### config.mk
export PLATFORM = sky130hd
export DESIGN_NAME = lca_ctrl
export DESIGN_NICKNAME = d
export VERILOG_FILES = /design/src/sv/lca_pkg.sv /design/src/sv/lca_ctrl.sv
export SDC_FILE = /design/constraint.sdc
export NUM_CORES = 1
export LEC_CHECK = 0
export ABC_AREA = 1
export BUFFER_PORTS_ARGS = -buffer_cell sky130_fd_sc_hd__buf_4
export CAP_MARGIN = 20
export CORE_MARGIN = 2
export CORE_UTILIZATION = 50
export DETAILED_ROUTE_END_ITERATION = 8
export GPL_TIMING_DRIVEN = 0
export HOLD_SLACK_MARGIN = 0.03
export PLACE_DENSITY = 0.85
export SYNTH_ARGS = -nofsm -noshare
export SYNTH_HDL_FRONTEND = slang
export SYNTH_SLANG_ARGS = --single-unit
### constraint.sdc
create_clock -name i_clk -period 2.6 [get_ports i_clk]
set_input_delay 0.13 -clock i_clk [delete_from_list [all_inputs] [get_ports i_clk]]
set_output_delay 0.13 -clock i_clk [all_outputs]
set_load 0.02 [all_outputs]
### src/sv/lca_pkg.sv
// shared types, constants and helpers for the lowest common ancestor engine
// no dependencies; imported by lca_ctrl, lca_dpath and lca_binary_lifting_engine
package lca_pkg;

    // tree size and lifting depth
    localparam int MAX_NODES   = 1024;
    localparam int JUMP_LEVELS = 10;

    // field widths
    localparam int NODE_W   = 11;
    localparam int LEVEL_W  = 10;
    localparam int IDX_W    = $clog2(MAX_NODES);
    localparam int K_W      = (JUMP_LEVELS > 1) ? $clog2(JUMP_LEVELS) : 1;
    localparam int KC_W     = $clog2(JUMP_LEVELS + 1);
    localparam int JADDR_W  = IDX_W + K_W;
    localparam int JMP_DEPTH = MAX_NODES << K_W;

    localparam logic [LEVEL_W-1:0] LEVEL_MAX = LEVEL_W'(1023);
    localparam logic [K_W-1:0]     K_TOP     = K_W'(JUMP_LEVELS - 1);
    localparam logic [KC_W-1:0]    K_END     = KC_W'(JUMP_LEVELS);

    // item function codes
    localparam logic FUNC_LOAD  = 1'b0;
    localparam logic FUNC_QUERY = 1'b1;

    typedef logic [NODE_W-1:0]  t_node;
    typedef logic [LEVEL_W-1:0] t_level;

    // level memory read address select
    typedef enum logic [1:0] {LV_A, LV_B, LV_CV} t_lvl_sel;

    // jump memory write data select
    typedef enum logic [1:0] {JW_B, JW_ZERO, JW_RD} t_jw_sel;

    // jump memory read address select
    typedef enum logic {JR_LOAD, JR_CLIMB} t_jr_sel;

    // climb start source
    typedef enum logic [1:0] {CS_NONE, CS_A_MID, CS_B_MID, CS_A_HI} t_cl_start;

    // controller to datapath commands
    typedef struct packed {
        logic      accept;
        logic      lvl_rd;
        t_lvl_sel  lvl_sel;
        logic      lvl_wr;
        logic      lvl_inc;
        logic      jw;
        logic      jw_row0;
        t_jw_sel   jw_sel;
        logic      jr;
        t_jr_sel   jr_sel;
        logic      k_init;
        logic      k_inc;
        logic      cur_load;
        logic      la_load;
        logic      q_setup;
        logic      eq_done;
        logic      hi_load;
        t_cl_start cl_start;
        logic      cl_dec;
        logic      cl_jump;
        logic      srch_upd;
        logic      cv_clear;
        logic      out_load;
    } t_cmd;

    // datapath to controller status
    typedef struct packed {
        logic is_query;
        logic ld_bad;
        logic q_bad;
        logic b_zero;
        logic row_done;
        logic cur_zero;
        logic cl_stop;
        logic cl_take;
        logic ck_zero;
        logic lo_lt_hi;
        logic out_free;
    } t_status;

    // node number in 1..MAX_NODES
    function automatic logic node_ok(t_node v);
        return (v != '0) && (v <= NODE_W'(MAX_NODES));
    endfunction

    // memory row of a node
    function automatic logic [IDX_W-1:0] node_idx(t_node v);
        t_node d;
        d = v - NODE_W'(1);
        return d[IDX_W-1:0];
    endfunction

endpackage

### src/sv/lca_ctrl.sv
// controller: sequences loads, level equalization, the lift-distance search and climbs
// depends on lca_pkg; drives lca_dpath through t_cmd and reads t_status
module lca_ctrl import lca_pkg::*; (
    input  logic    i_clk,
    input  logic    i_rst_n,
    input  logic    i_in_valid,
    output logic    o_in_ready,
    input  t_status i_status,
    output t_cmd    o_cmd
);

    typedef enum logic [12:0] {
        S_IDLE     = 13'b0000000000001,
        S_DISPATCH = 13'b0000000000010,
        S_LD_LV    = 13'b0000000000100,
        S_LD_ROW   = 13'b0000000001000,
        S_LD_WAIT  = 13'b0000000010000,
        S_Q_LA     = 13'b0000000100000,
        S_Q_LB     = 13'b0000001000000,
        S_Q_LH     = 13'b0000010000000,
        S_SRCH     = 13'b0000100000000,
        S_CL_STEP  = 13'b0001000000000,
        S_CL_WAIT  = 13'b0010000000000,
        S_NEXT     = 13'b0100000000000,
        S_DONE     = 13'b1000000000000
    } t_state;

    // what the running climb is for
    typedef enum logic [3:0] {
        PH_EQ  = 4'b0001,
        PH_SA  = 4'b0010,
        PH_SB  = 4'b0100,
        PH_FIN = 4'b1000
    } t_phase;

    t_state r_state;
    t_state n_state;
    t_phase r_phase;
    t_phase n_phase;

    always_ff @(posedge i_clk) begin
        if (!i_rst_n) begin
            r_state <= S_IDLE;
            r_phase <= PH_EQ;
        end else begin
            r_state <= n_state;
            r_phase <= n_phase;
        end
    end

    assign o_in_ready = (r_state == S_IDLE);

    // next state and commands
    always_comb begin
        o_cmd   = '0;
        n_state = r_state;
        n_phase = r_phase;
        unique case (r_state)
            S_IDLE: begin
                if (i_in_valid) begin
                    o_cmd.accept = 1'b1;
                    n_state      = S_DISPATCH;
                end
            end
            S_DISPATCH: begin
                if (i_status.is_query) begin
                    if (i_status.q_bad) begin
                        o_cmd.cv_clear = 1'b1;
                        n_state        = S_DONE;
                    end else begin
                        o_cmd.lvl_rd  = 1'b1;
                        o_cmd.lvl_sel = LV_A;
                        n_state       = S_Q_LA;
                    end
                end else if (i_status.ld_bad) begin
                    n_state = S_IDLE;
                end else if (i_status.b_zero) begin
                    // root: level zero, row 0 gets no parent
                    o_cmd.lvl_wr  = 1'b1;
                    o_cmd.jw      = 1'b1;
                    o_cmd.jw_row0 = 1'b1;
                    o_cmd.jw_sel  = JW_B;
                    o_cmd.k_init  = 1'b1;
                    n_state       = S_LD_ROW;
                end else begin
                    o_cmd.lvl_rd  = 1'b1;
                    o_cmd.lvl_sel = LV_B;
                    n_state       = S_LD_LV;
                end
            end
            S_LD_LV: begin
                o_cmd.lvl_wr  = 1'b1;
                o_cmd.lvl_inc = 1'b1;
                o_cmd.jw      = 1'b1;
                o_cmd.jw_row0 = 1'b1;
                o_cmd.jw_sel  = JW_B;
                o_cmd.k_init  = 1'b1;
                n_state       = S_LD_ROW;
            end
            S_LD_ROW: begin
                if (i_status.row_done) begin
                    n_state = S_IDLE;
                end else if (i_status.cur_zero) begin
                    o_cmd.jw     = 1'b1;
                    o_cmd.jw_sel = JW_ZERO;
                    o_cmd.k_inc  = 1'b1;
                end else begin
                    o_cmd.jr     = 1'b1;
                    o_cmd.jr_sel = JR_LOAD;
                    n_state      = S_LD_WAIT;
                end
            end
            S_LD_WAIT: begin
                o_cmd.jw       = 1'b1;
                o_cmd.jw_sel   = JW_RD;
                o_cmd.cur_load = 1'b1;
                o_cmd.k_inc    = 1'b1;
                n_state        = S_LD_ROW;
            end
            S_Q_LA: begin
                o_cmd.la_load = 1'b1;
                o_cmd.lvl_rd  = 1'b1;
                o_cmd.lvl_sel = LV_B;
                n_state       = S_Q_LB;
            end
            S_Q_LB: begin
                // order by depth and lift the deeper node
                o_cmd.q_setup = 1'b1;
                n_phase       = PH_EQ;
                n_state       = S_CL_STEP;
            end
            S_Q_LH: begin
                o_cmd.hi_load = 1'b1;
                n_state       = S_SRCH;
            end
            S_SRCH: begin
                if (i_status.lo_lt_hi) begin
                    o_cmd.cl_start = CS_A_MID;
                    n_phase        = PH_SA;
                end else begin
                    o_cmd.cl_start = CS_A_HI;
                    n_phase        = PH_FIN;
                end
                n_state = S_CL_STEP;
            end
            S_CL_STEP: begin
                if (i_status.cl_stop) begin
                    n_state = S_NEXT;
                end else if (i_status.cl_take) begin
                    o_cmd.jr     = 1'b1;
                    o_cmd.jr_sel = JR_CLIMB;
                    n_state      = S_CL_WAIT;
                end else if (i_status.ck_zero) begin
                    n_state = S_NEXT;
                end else begin
                    o_cmd.cl_dec = 1'b1;
                end
            end
            S_CL_WAIT: begin
                o_cmd.cl_jump = 1'b1;
                n_state       = S_CL_STEP;
            end
            S_NEXT: begin
                unique case (r_phase)
                    PH_EQ: begin
                        o_cmd.eq_done = 1'b1;
                        o_cmd.lvl_rd  = 1'b1;
                        o_cmd.lvl_sel = LV_CV;
                        n_state       = S_Q_LH;
                    end
                    PH_SA: begin
                        o_cmd.cl_start = CS_B_MID;
                        n_phase        = PH_SB;
                        n_state        = S_CL_STEP;
                    end
                    PH_SB: begin
                        o_cmd.srch_upd = 1'b1;
                        n_state        = S_SRCH;
                    end
                    PH_FIN: begin
                        n_state = S_DONE;
                    end
                    default: begin
                        n_state = S_IDLE;
                    end
                endcase
            end
            S_DONE: begin
                if (i_status.out_free) begin
                    o_cmd.out_load = 1'b1;
                    n_state        = S_IDLE;
                end
            end
            default: begin
                n_state = S_IDLE;
            end
        endcase
    end

endmodule

==> impl_metrics.env, run 1 <==
export IMPL_status="finished clean"
export IMPL_vias=1450
export IMPL_r2r_start="r_state[0]"
export IMPL_syn_num_nets=228
export IMPL_clock_sinks=17
export IMPL_grt_max_degree=11
export IMPL_switching_share=0.477
export IMPL_whs_path_depth=4
export IMPL_cts_tree="done"
export IMPL_synth_area_sq_um=1320
export IMPL_fp_row_count=18
export IMPL_area_delta_synth_final_pct=27.6
export IMPL_coreArea_sq_um=2480
export IMPL_path_class="reg -> out"
export IMPL_critPathLaunchType="flop"
export IMPL_clock_power_share=0.135
export IMPL_tns_ns=0
export IMPL_drc=0
export IMPL_num_io_pins=41
export IMPL_root_buffer="clkbuf_4"
export IMPL_nFillCells=233
export IMPL_place_gp_congestion=0.883
export IMPL_routed_wl_um=3280
export IMPL_arrival_ns=1.81
export IMPL_max_vdd_ir_drop_mv=0.351
export IMPL_nets=273
export IMPL_rsz0062_at_grt="no"
export IMPL_reg2reg_depth=10
export IMPL_synth_edf_count=0
export IMPL_cts_resized=0
export IMPL_power_uw=1050
export IMPL_clock_latency_ns=0.29
export IMPL_finalMaxSlewViolations=0
export IMPL_worstHoldPathType="in -> reg"
export IMPL_cts_buffer_depth=2
export IMPL_combPwrFrac=0.564
export IMPL_worst_slew_pin_slew_ns=0.540
export IMPL_hpwlAfterDp_um=2720
export IMPL_hold_buffers=0
export IMPL_hold_viol_final=0
export IMPL_async_flop_share=0
export IMPL_die_h_um=55.4
export IMPL_cts_setup_buffers=0
export IMPL_fin_cells=288
export IMPL_internal_power_uw=551
export IMPL_dieArea_sq_um=3060
export IMPL_synthDistinctLibCells=28
export IMPL_drt_initial_drc_count=62
export IMPL_crit_required_ns=2.47
export IMPL_grt_ovfl_total=0
export IMPL_layout_commonest_cell="inv_1"
export IMPL_max_freq_mhz=515
export IMPL_portBuffers=40
export IMPL_relSlewSlack=0.640
export IMPL_setup_viol=0
export IMPL_pwr_share_seq=0.301
export IMPL_stdcell_area_sq_um=1680
export IMPL_power_leakage_uw=0.00106
export IMPL_synth_seq_cells=17
export IMPL_maxCapViolCount=0
export IMPL_diodes=0
export IMPL_cp_max_fo=7
export IMPL_start_util=0.532
export IMPL_final_antenna_net_count=0
export IMPL_syn_avg_cell_area_sq_um=6.16
export IMPL_post_route_period_util=0.747
export IMPL_hold_end="r_state[11]"
export IMPL_place_inst=284
export IMPL_p_sw_uw=502
export IMPL_grt_use_total=0.229
export IMPL_antenna_found_initial=0
export IMPL_synth_seq_area_share=0.258
export IMPL_grt_first_pass_wirelength_um=5730
export IMPL_hold_slack_ns=0.106
export IMPL_rr_endpoint="r_state[0]"
export IMPL_drive_gt1_frac=0.283
export IMPL_postPlaceCellArea_sq_um=1660
export IMPL_ys_flop_type="dfxtp_1"
export IMPL_drt_pass1_iter_count=4
export IMPL_most_common_layout_cells="inv_1 (46), buf_4 (42), nor2_1 (38), nand2_1 (37), nand3_1 (27)"
export IMPL_powerDensity_nw_per_um2=626
export IMPL_dieWidth_um=55.4
export IMPL_numCtsBuffers=3
export IMPL_hold_start="i_status[3]"
export IMPL_period_minus_slack_ns=1.94
export IMPL_htree_levels=1
export IMPL_cp_end_kind="output pin"
export IMPL_yosys_warnings=0
export IMPL_synthCells=214
export IMPL_detail_route_wl_per_cell_um=11.4
export IMPL_r2r_setup_slack_ns=1.04
export IMPL_viasPerCell=5.03
export IMPL_first_global_vias=1353
export IMPL_finClkSkew_ns=0.00271
export IMPL_clk_pin_slew_ns=0.10
==> cell families after synthesis <==
| kind of cell | after synthesis | share of synthesized area |
|---|---|---|
| buffers and inverters | 53 | 0.160 |
| and+or+nand+nor | 131 | 0.520 |
| AOI/OAI and AO/OA | 13 | 0.0617 |
| DFF | 17 | 0.258 |
==> how the worst max path moves through the flow <==
stage / slack [ns] / depth (start not counted) / start / to
floorplan: 0.91 / 7 / r_state[4] / o_cmd[19]
global placement: 0.99 / 8 / r_state[10] / o_cmd[19]
detailed placement: 0.98 / 8 / r_state[10] / o_cmd[19]
CTS: 0.65 / 8 / r_state[10] / o_cmd[19]
global route: 0.50 / 8 / r_state[10] / o_cmd[19]
finish: 0.66 / 8 / r_state[10] / o_cmd[19]
==> cells in the mapped netlist (2+ instances only) <==
cell / count / share of area
nor3_1: 3 / 0.011
nand2_4: 4 / 0.034
nand2_2: 4 / 0.019
a21oi_1: 4 / 0.015
nor2_8: 2 / 0.030
nor2_1: 38 / 0.11
nor2_2: 3 / 0.014
inv_1: 46 / 0.13
inv_2: 3 / 0.0085
nand3_1: 27 / 0.10
buf_4: 2 / 0.011
dfxtp_1: 17 / 0.26
o21ai_1: 4 / 0.015
nand4_1: 2 / 0.0095
nor2_4: 6 / 0.051
nand2_1: 37 / 0.11
==> through the flow <==
stage / setup WS, ns / util
4_1_cts: 0.648 / 0.679
2_1_floorplan: 0.910 / -
5_1_grt: 0.503 / 0.679
3_3_place_gp: 0.991 / 0.669
6_report: 0.658 / 0.679
3_5_place_dp: 0.977 / 0.669
==> worst max-delay path, cell delays in order, from the launching register on <==
cell	delay, ns
dfxtp_1	0.34
nor2_2	0.17
nand2_1	0.13
nor2_4	0.18
nand3_1	0.18
o21ai_1	0.21
nor2_1	0.11
nand2_1	0.07
buf_4	0.13
==> final cells by class <==
type | count | area (sq um) | area share
flip-flops and latches | 17 | 340 | 0.202
well taps | 30 | 37.5 | 0.0223
repair buffers | 40 | 300 | 0.178
inverters | 50 | 193 | 0.114
multi-input cells | 144 | 767 | 0.456
clock buffers | 4 | 26.3 | 0.0156
plain buffers | 3 | 18.8 | 0.0112
==> registers in the layout, indices dropped and copies added (netlist names) <==
signal and cells:
r_state 13, r_phase 4
==> layer usage <==
| layer | up-vias | global-route usage | share of wire |
|---|---|---|---|
| li1 | 742 | - | - |
| met1 | 644 | 0.306 | 0.43 |
| met2 | 59 | 0.396 | 0.50 |
| met3 | 5 | 0.0234 | 0.058 |
| met4 | 0 | 0.0523 | 0.010 |
| met5 | - | 0 | 0 |
==> power by group through the flow <==
stage	Sequential, uW	Clock, uW	Combinational [uW]
5_1_grt	322	154	666
6_report	317	142	594
2_1_floorplan	319	0	436
3_5_place_dp	322	0	591
3_3_place_gp	321	0	578
4_1_cts	316	147	593
No activity file was read; power rests on OpenSTA's default activity.
==> run 2: changes to the inputs <==
clock period = 2 ns   (was 2.6 ns; I/O delays follow)
==> run 2 against run 1 <==
Worst setup slack got worse by 0.51 ns. Critical path depth unchanged. Clock power increased by 31%. Largest cell class unchanged. Critical path type unchanged. Register-to-register slack got worse by 0.60 ns. Global-route usage unchanged. Combinational power increased by 30%.
==> impl_metrics.env, run 2 (synthesized netlist as in run 1, its figures left out) <==
export IMPL_status="finished clean"
export IMPL_grt_use_total=0.229
export IMPL_hpwlAfterDp_um=2720
export IMPL_power_uw=1370
export IMPL_cp_end_kind="output pin"
export IMPL_cp_max_fo=7
export IMPL_clock_latency_ns=0.29
export IMPL_coreArea_sq_um=2480
export IMPL_arrival_ns=1.75
export IMPL_cts_tree="done"
export IMPL_clock_power_share=0.135
export IMPL_first_global_vias=1353
export IMPL_numCtsBuffers=3
export IMPL_hold_slack_ns=0.0757
export IMPL_grt_first_pass_wirelength_um=5730
export IMPL_hold_viol_final=0
export IMPL_maxCapViolCount=0
export IMPL_powerDensity_nw_per_um2=811
export IMPL_grt_max_degree=11
export IMPL_tns_ns=0
export IMPL_die_h_um=55.4
export IMPL_clk_pin_slew_ns=0.10
export IMPL_setup_viol=0
export IMPL_switching_share=0.478
export IMPL_dieWidth_um=55.4
export IMPL_p_sw_uw=655
export IMPL_regMostFlops="r_state"
export IMPL_final_antenna_net_count=0
export IMPL_start_util=0.532
export IMPL_drt_initial_drc_count=71
export IMPL_max_vdd_ir_drop_mv=0.457
export IMPL_drc=0
export IMPL_finalMaxSlewViolations=0
export IMPL_crit_required_ns=1.90
export IMPL_detail_route_wl_per_cell_um=11.5
export IMPL_max_freq_mhz=540
export IMPL_finClkSkew_ns=0.00154
export IMPL_nets=273
export IMPL_drive_gt1_frac=0.291
export IMPL_top_regs="r_state: 13 flops, r_phase: 4 flops"
export IMPL_post_route_period_util=0.926
export IMPL_pwr_share_seq=0.300
export IMPL_place_gp_congestion=0.883
export IMPL_clock_sinks=17
export IMPL_relSlewSlack=0.624
export IMPL_viasPerCell=5.14
export IMPL_cts_buffer_depth=2
export IMPL_antenna_found_initial=0
export IMPL_routed_wl_um=3320
export IMPL_most_common_layout_cells="inv_1 (46), buf_4 (42), nor2_1 (38), nand2_1 (37), nand3_1 (27)"
export IMPL_hold_buffers=0
export IMPL_area_delta_synth_final_pct=28.3
export IMPL_diodes=0
export IMPL_worstHoldPathType="in -> reg"
export IMPL_worst_slew_pin_slew_ns=0.564
export IMPL_largest_reg_flops=13
export IMPL_vias=1479
export IMPL_rsz0062_at_grt="no"
export IMPL_dieArea_sq_um=3060
export IMPL_internal_power_uw=717
export IMPL_cts_setup_buffers=0
export IMPL_combPwrFrac=0.565
export IMPL_fp_row_count=18
export IMPL_drt_pass1_iter_count=4
export IMPL_layout_commonest_cell="inv_1"
export IMPL_portBuffers=40
export IMPL_htree_levels=1
export IMPL_critPathLaunchType="flop"
export IMPL_num_io_pins=41
export IMPL_period_minus_slack_ns=1.85
export IMPL_path_class="reg -> out"
export IMPL_grt_ovfl_total=0
export IMPL_root_buffer="clkbuf_4"
export IMPL_power_leakage_uw=0.00106
==> run 2: cell counts in the layout (fill, tap and decap cells not counted) <==
No cell type changed its count.
==> run 2: worst paths after layout <==
kind | slack (ns) | depth (start not counted) | end | start
max | 0.15 | 8 | o_cmd[19] | r_state[10]
min | 0.08 | 4 | r_state[11] | i_status[3]
max reg2reg | 0.44 | 10 | r_state[0] | r_state[0]
min reg2reg | 0.50 | 2 | r_phase[2] | r_phase[2]
==> run 2: area by class of cell <==
class,count,area [sq um]
plain buffers,3,18.8
clock buffers,4,26.3
inverters,50,193
repair buffers,40,300
multi-input cells,144,776
fillers,229,786
flip-flops and latches,17,340
well taps,30,37.5
==> run 2: what timing repair did <==
item                                    4_1_cts  5_1_grt
endpoints found under the setup margin        0        4
resized for setup                             0        2
hold endpoints to repair                      0        0
==> run 2: routing by layer <==
metal	wire (um)	vias up	global-route usage
met5	0	-	0
met4	34	0	0.0523
met3	196	5	0.0234
met2	1660	52	0.396
met1	1420	674	0.306
li1	-	748	-
==> run 2: power by group through the flow <==
stage	clock [uW]	combinational, uW	sequential (uW)
6_report	186	775	412
5_1_grt	200	869	419
4_1_cts	191	771	411
3_5_place_dp	0	768	419
3_3_place_gp	0	751	417
2_1_floorplan	0	567	414
==> run 2: stage by stage <==
step | cell area (sq um) | setup slack (ns) | instances | utilization
after global placement | 1660 | 0.421 | 284 | 0.669
after detailed placement | 1660 | 0.407 | 284 | 0.669
final | 1690 | 0.149 | 288 | 0.683
after CTS | 1680 | 0.0781 | 288 | 0.679
after global routing | 1690 | 0.00956 | 288 | 0.683
after floorplan | 1320 | 0.340 | 214 | -
==> run 2: worst max-delay path: stages (launching register included) <==
cell	delay, ns
dfxtp_1	0.34
nor2_2	0.17
nand2_1	0.13
nor2_4	0.18
nand3_1	0.19
o21ai_2	0.15
nor2_1	0.10
nand2_1	0.07
buf_4	0.13
==> run 3: changes to the inputs <==
CORE_UTILIZATION = 51   (was 50)
PLACE_DENSITY = 0.87   (was 0.85)
==> run 3 against run 2 <==
Sequential power is essentially flat. Power shrank 0.61%. Clock skew grew 0.0045 ns. Routed wire length shrank 2.4%. Critical path depth is the same. Critical endpoint unchanged. Utilization grew 0.83 points. Largest power group unchanged. Combinational power shrank 2%. Non-clock buffer count is the same. First-iteration DRC count shrank 58%. Worst hold slack lost 0.012 ns. Worst setup slack lost 0.0059 ns. Flip-flop and latch count is the same. Critical path type unchanged.
==> impl_metrics.env, run 3 (synthesized netlist as in run 1, its figures left out) <==
export IMPL_worst_slew_pin_slew_ns=0.500
export IMPL_antenna_found_initial=0
export IMPL_routed_wl_um=3240
export IMPL_detail_route_wl_per_cell_um=11.2
export IMPL_max_freq_mhz=538
export IMPL_power_leakage_uw=0.00106
export IMPL_htree_levels=1
export IMPL_most_common_layout_cells="inv_1 (46), buf_4 (42), nor2_1 (38), nand2_1 (37), nand3_1 (26)"
export IMPL_hold_buffers=0
export IMPL_maxCapViolCount=0
export IMPL_max_vdd_ir_drop_mv=0.569
export IMPL_post_route_period_util=0.929
export IMPL_status="finished clean"
export IMPL_cts_setup_buffers=0
export IMPL_nFillCells=220
export IMPL_place_gp_congestion=0.846
export IMPL_cts_buffer_depth=2
export IMPL_powerDensity_nw_per_um2=804
export IMPL_cp_end_kind="output pin"
export IMPL_vias=1398
export IMPL_finClkSkew_ns=0.00602
export IMPL_setup_viol=0
export IMPL_die_h_um=54.9
export IMPL_grt_ovfl_total=0
export IMPL_top_regs="r_state: 13 flops, r_phase: 4 flops"
export IMPL_final_antenna_net_count=0
export IMPL_grt_max_degree=11
export IMPL_fp_row_count=18
export IMPL_root_buffer="clkbuf_4"
export IMPL_nets=273
export IMPL_layout_commonest_cell="inv_1"
export IMPL_regMostFlops="r_state"
export IMPL_worstHoldPathType="in -> reg"
export IMPL_multi_input_area_sq_um=781
export IMPL_period_minus_slack_ns=1.86
export IMPL_clock_sinks=17
export IMPL_num_io_pins=41
export IMPL_drt_initial_drc_count=30
export IMPL_grt_first_pass_wirelength_um=5310
export IMPL_portBuffers=40
export IMPL_drive_gt1_frac=0.295
export IMPL_coreArea_sq_um=2450
export IMPL_clk_pin_slew_ns=0.10
export IMPL_relSlewSlack=0.667
export IMPL_first_global_vias=1256
export IMPL_critPathLaunchType="flop"
export IMPL_rsz0062_at_grt="no"
export IMPL_viasPerCell=4.85
export IMPL_arrival_ns=1.76
export IMPL_start_util=0.537
export IMPL_area_delta_synth_final_pct=28.7
export IMPL_power_uw=1360
export IMPL_cts_tree="done"
export IMPL_cp_max_fo=7
export IMPL_crit_required_ns=1.90
export IMPL_numCtsBuffers=3
export IMPL_diodes=0
export IMPL_largest_reg_flops=13
export IMPL_hpwlAfterDp_um=2720
export IMPL_hold_viol_final=0
export IMPL_dieWidth_um=54.9
export IMPL_clock_latency_ns=0.30
export IMPL_tns_ns=0
export IMPL_path_class="reg -> out"
export IMPL_drt_pass1_iter_count=4
export IMPL_finalMaxSlewViolations=0
export IMPL_drc=0
export IMPL_dieArea_sq_um=3010
export IMPL_register_area_sq_um=340
export IMPL_grt_use_total=0.250
[run 3: worst paths after layout]
path                     from    endpoint  slack (ns)  cells past startpoint
setup / recovery  r_state[10]   o_cmd[19]        0.14                      8
hold / removal    i_status[7]  r_state[2]        0.06                      4
setup reg to reg  r_state[10]  r_state[7]        0.45                     10
hold reg to reg    r_phase[1]  r_phase[1]        0.51                      2
[run 3: report_power, final]
group          switching [uW]  internal (uW)  leakage [uW]
logic                     503            260      0.000912
registers                31.8            379      0.000138
clock network             112           77.8     0.0000150
total                     646            718       0.00106
[run 3: metal layers]
| layer | GRT usage | wire [um] | up-vias |
|---|---|---|---|
| met3 | 0.0328 | 228 | 5 |
| met1 | 0.313 | 1360 | 603 |
| met4 | 0.0875 | 44 | 0 |
| met2 | 0.433 | 1610 | 50 |
| met5 | 0 | 0 | - |
| li1 | - | - | 740 |
[run 3: final cells by class]
class,instances,area share
Buffer,3,0.0111
Sequential cell,17,0.201
Clock buffer,4,0.0155
Inverter,50,0.114
Timing Repair Buffer,40,0.177
Tap cell,30,0.0221
Multi-Input combinational cell,144,0.460
[run 3: timing repair]
action / 4_1_cts / 5_1_grt
endpoints found under the hold margin: 0 / 0
endpoints found under the setup margin: 0 / 4
gates resized for setup: 0 / 3
[run 3: critical path, stage by stage (launching register included)]
cell,delay [ns]
dfxtp_1,0.34
nor2_2,0.17
nand2_1,0.13
nor2_4,0.19
nand3_1,0.20
inv_1,0.12
nor2_1,0.08
nand2_1,0.08
buf_4,0.14
[run 3: through the flow]
step           instances  instance area (sq um)  hold slack [ns]  worst slack [ns]  utilization
6_report             288                   1700           0.0641             0.143        0.691
5_1_grt              288                   1700           0.0840            0.0412        0.691
4_1_cts              288                   1680           0.0764            0.0467        0.686
3_5_place_dp         284                   1660            0.393             0.383        0.675
3_3_place_gp         284                   1660            0.389             0.429        0.675
2_1_floorplan        214                   1320            0.236             0.340            -
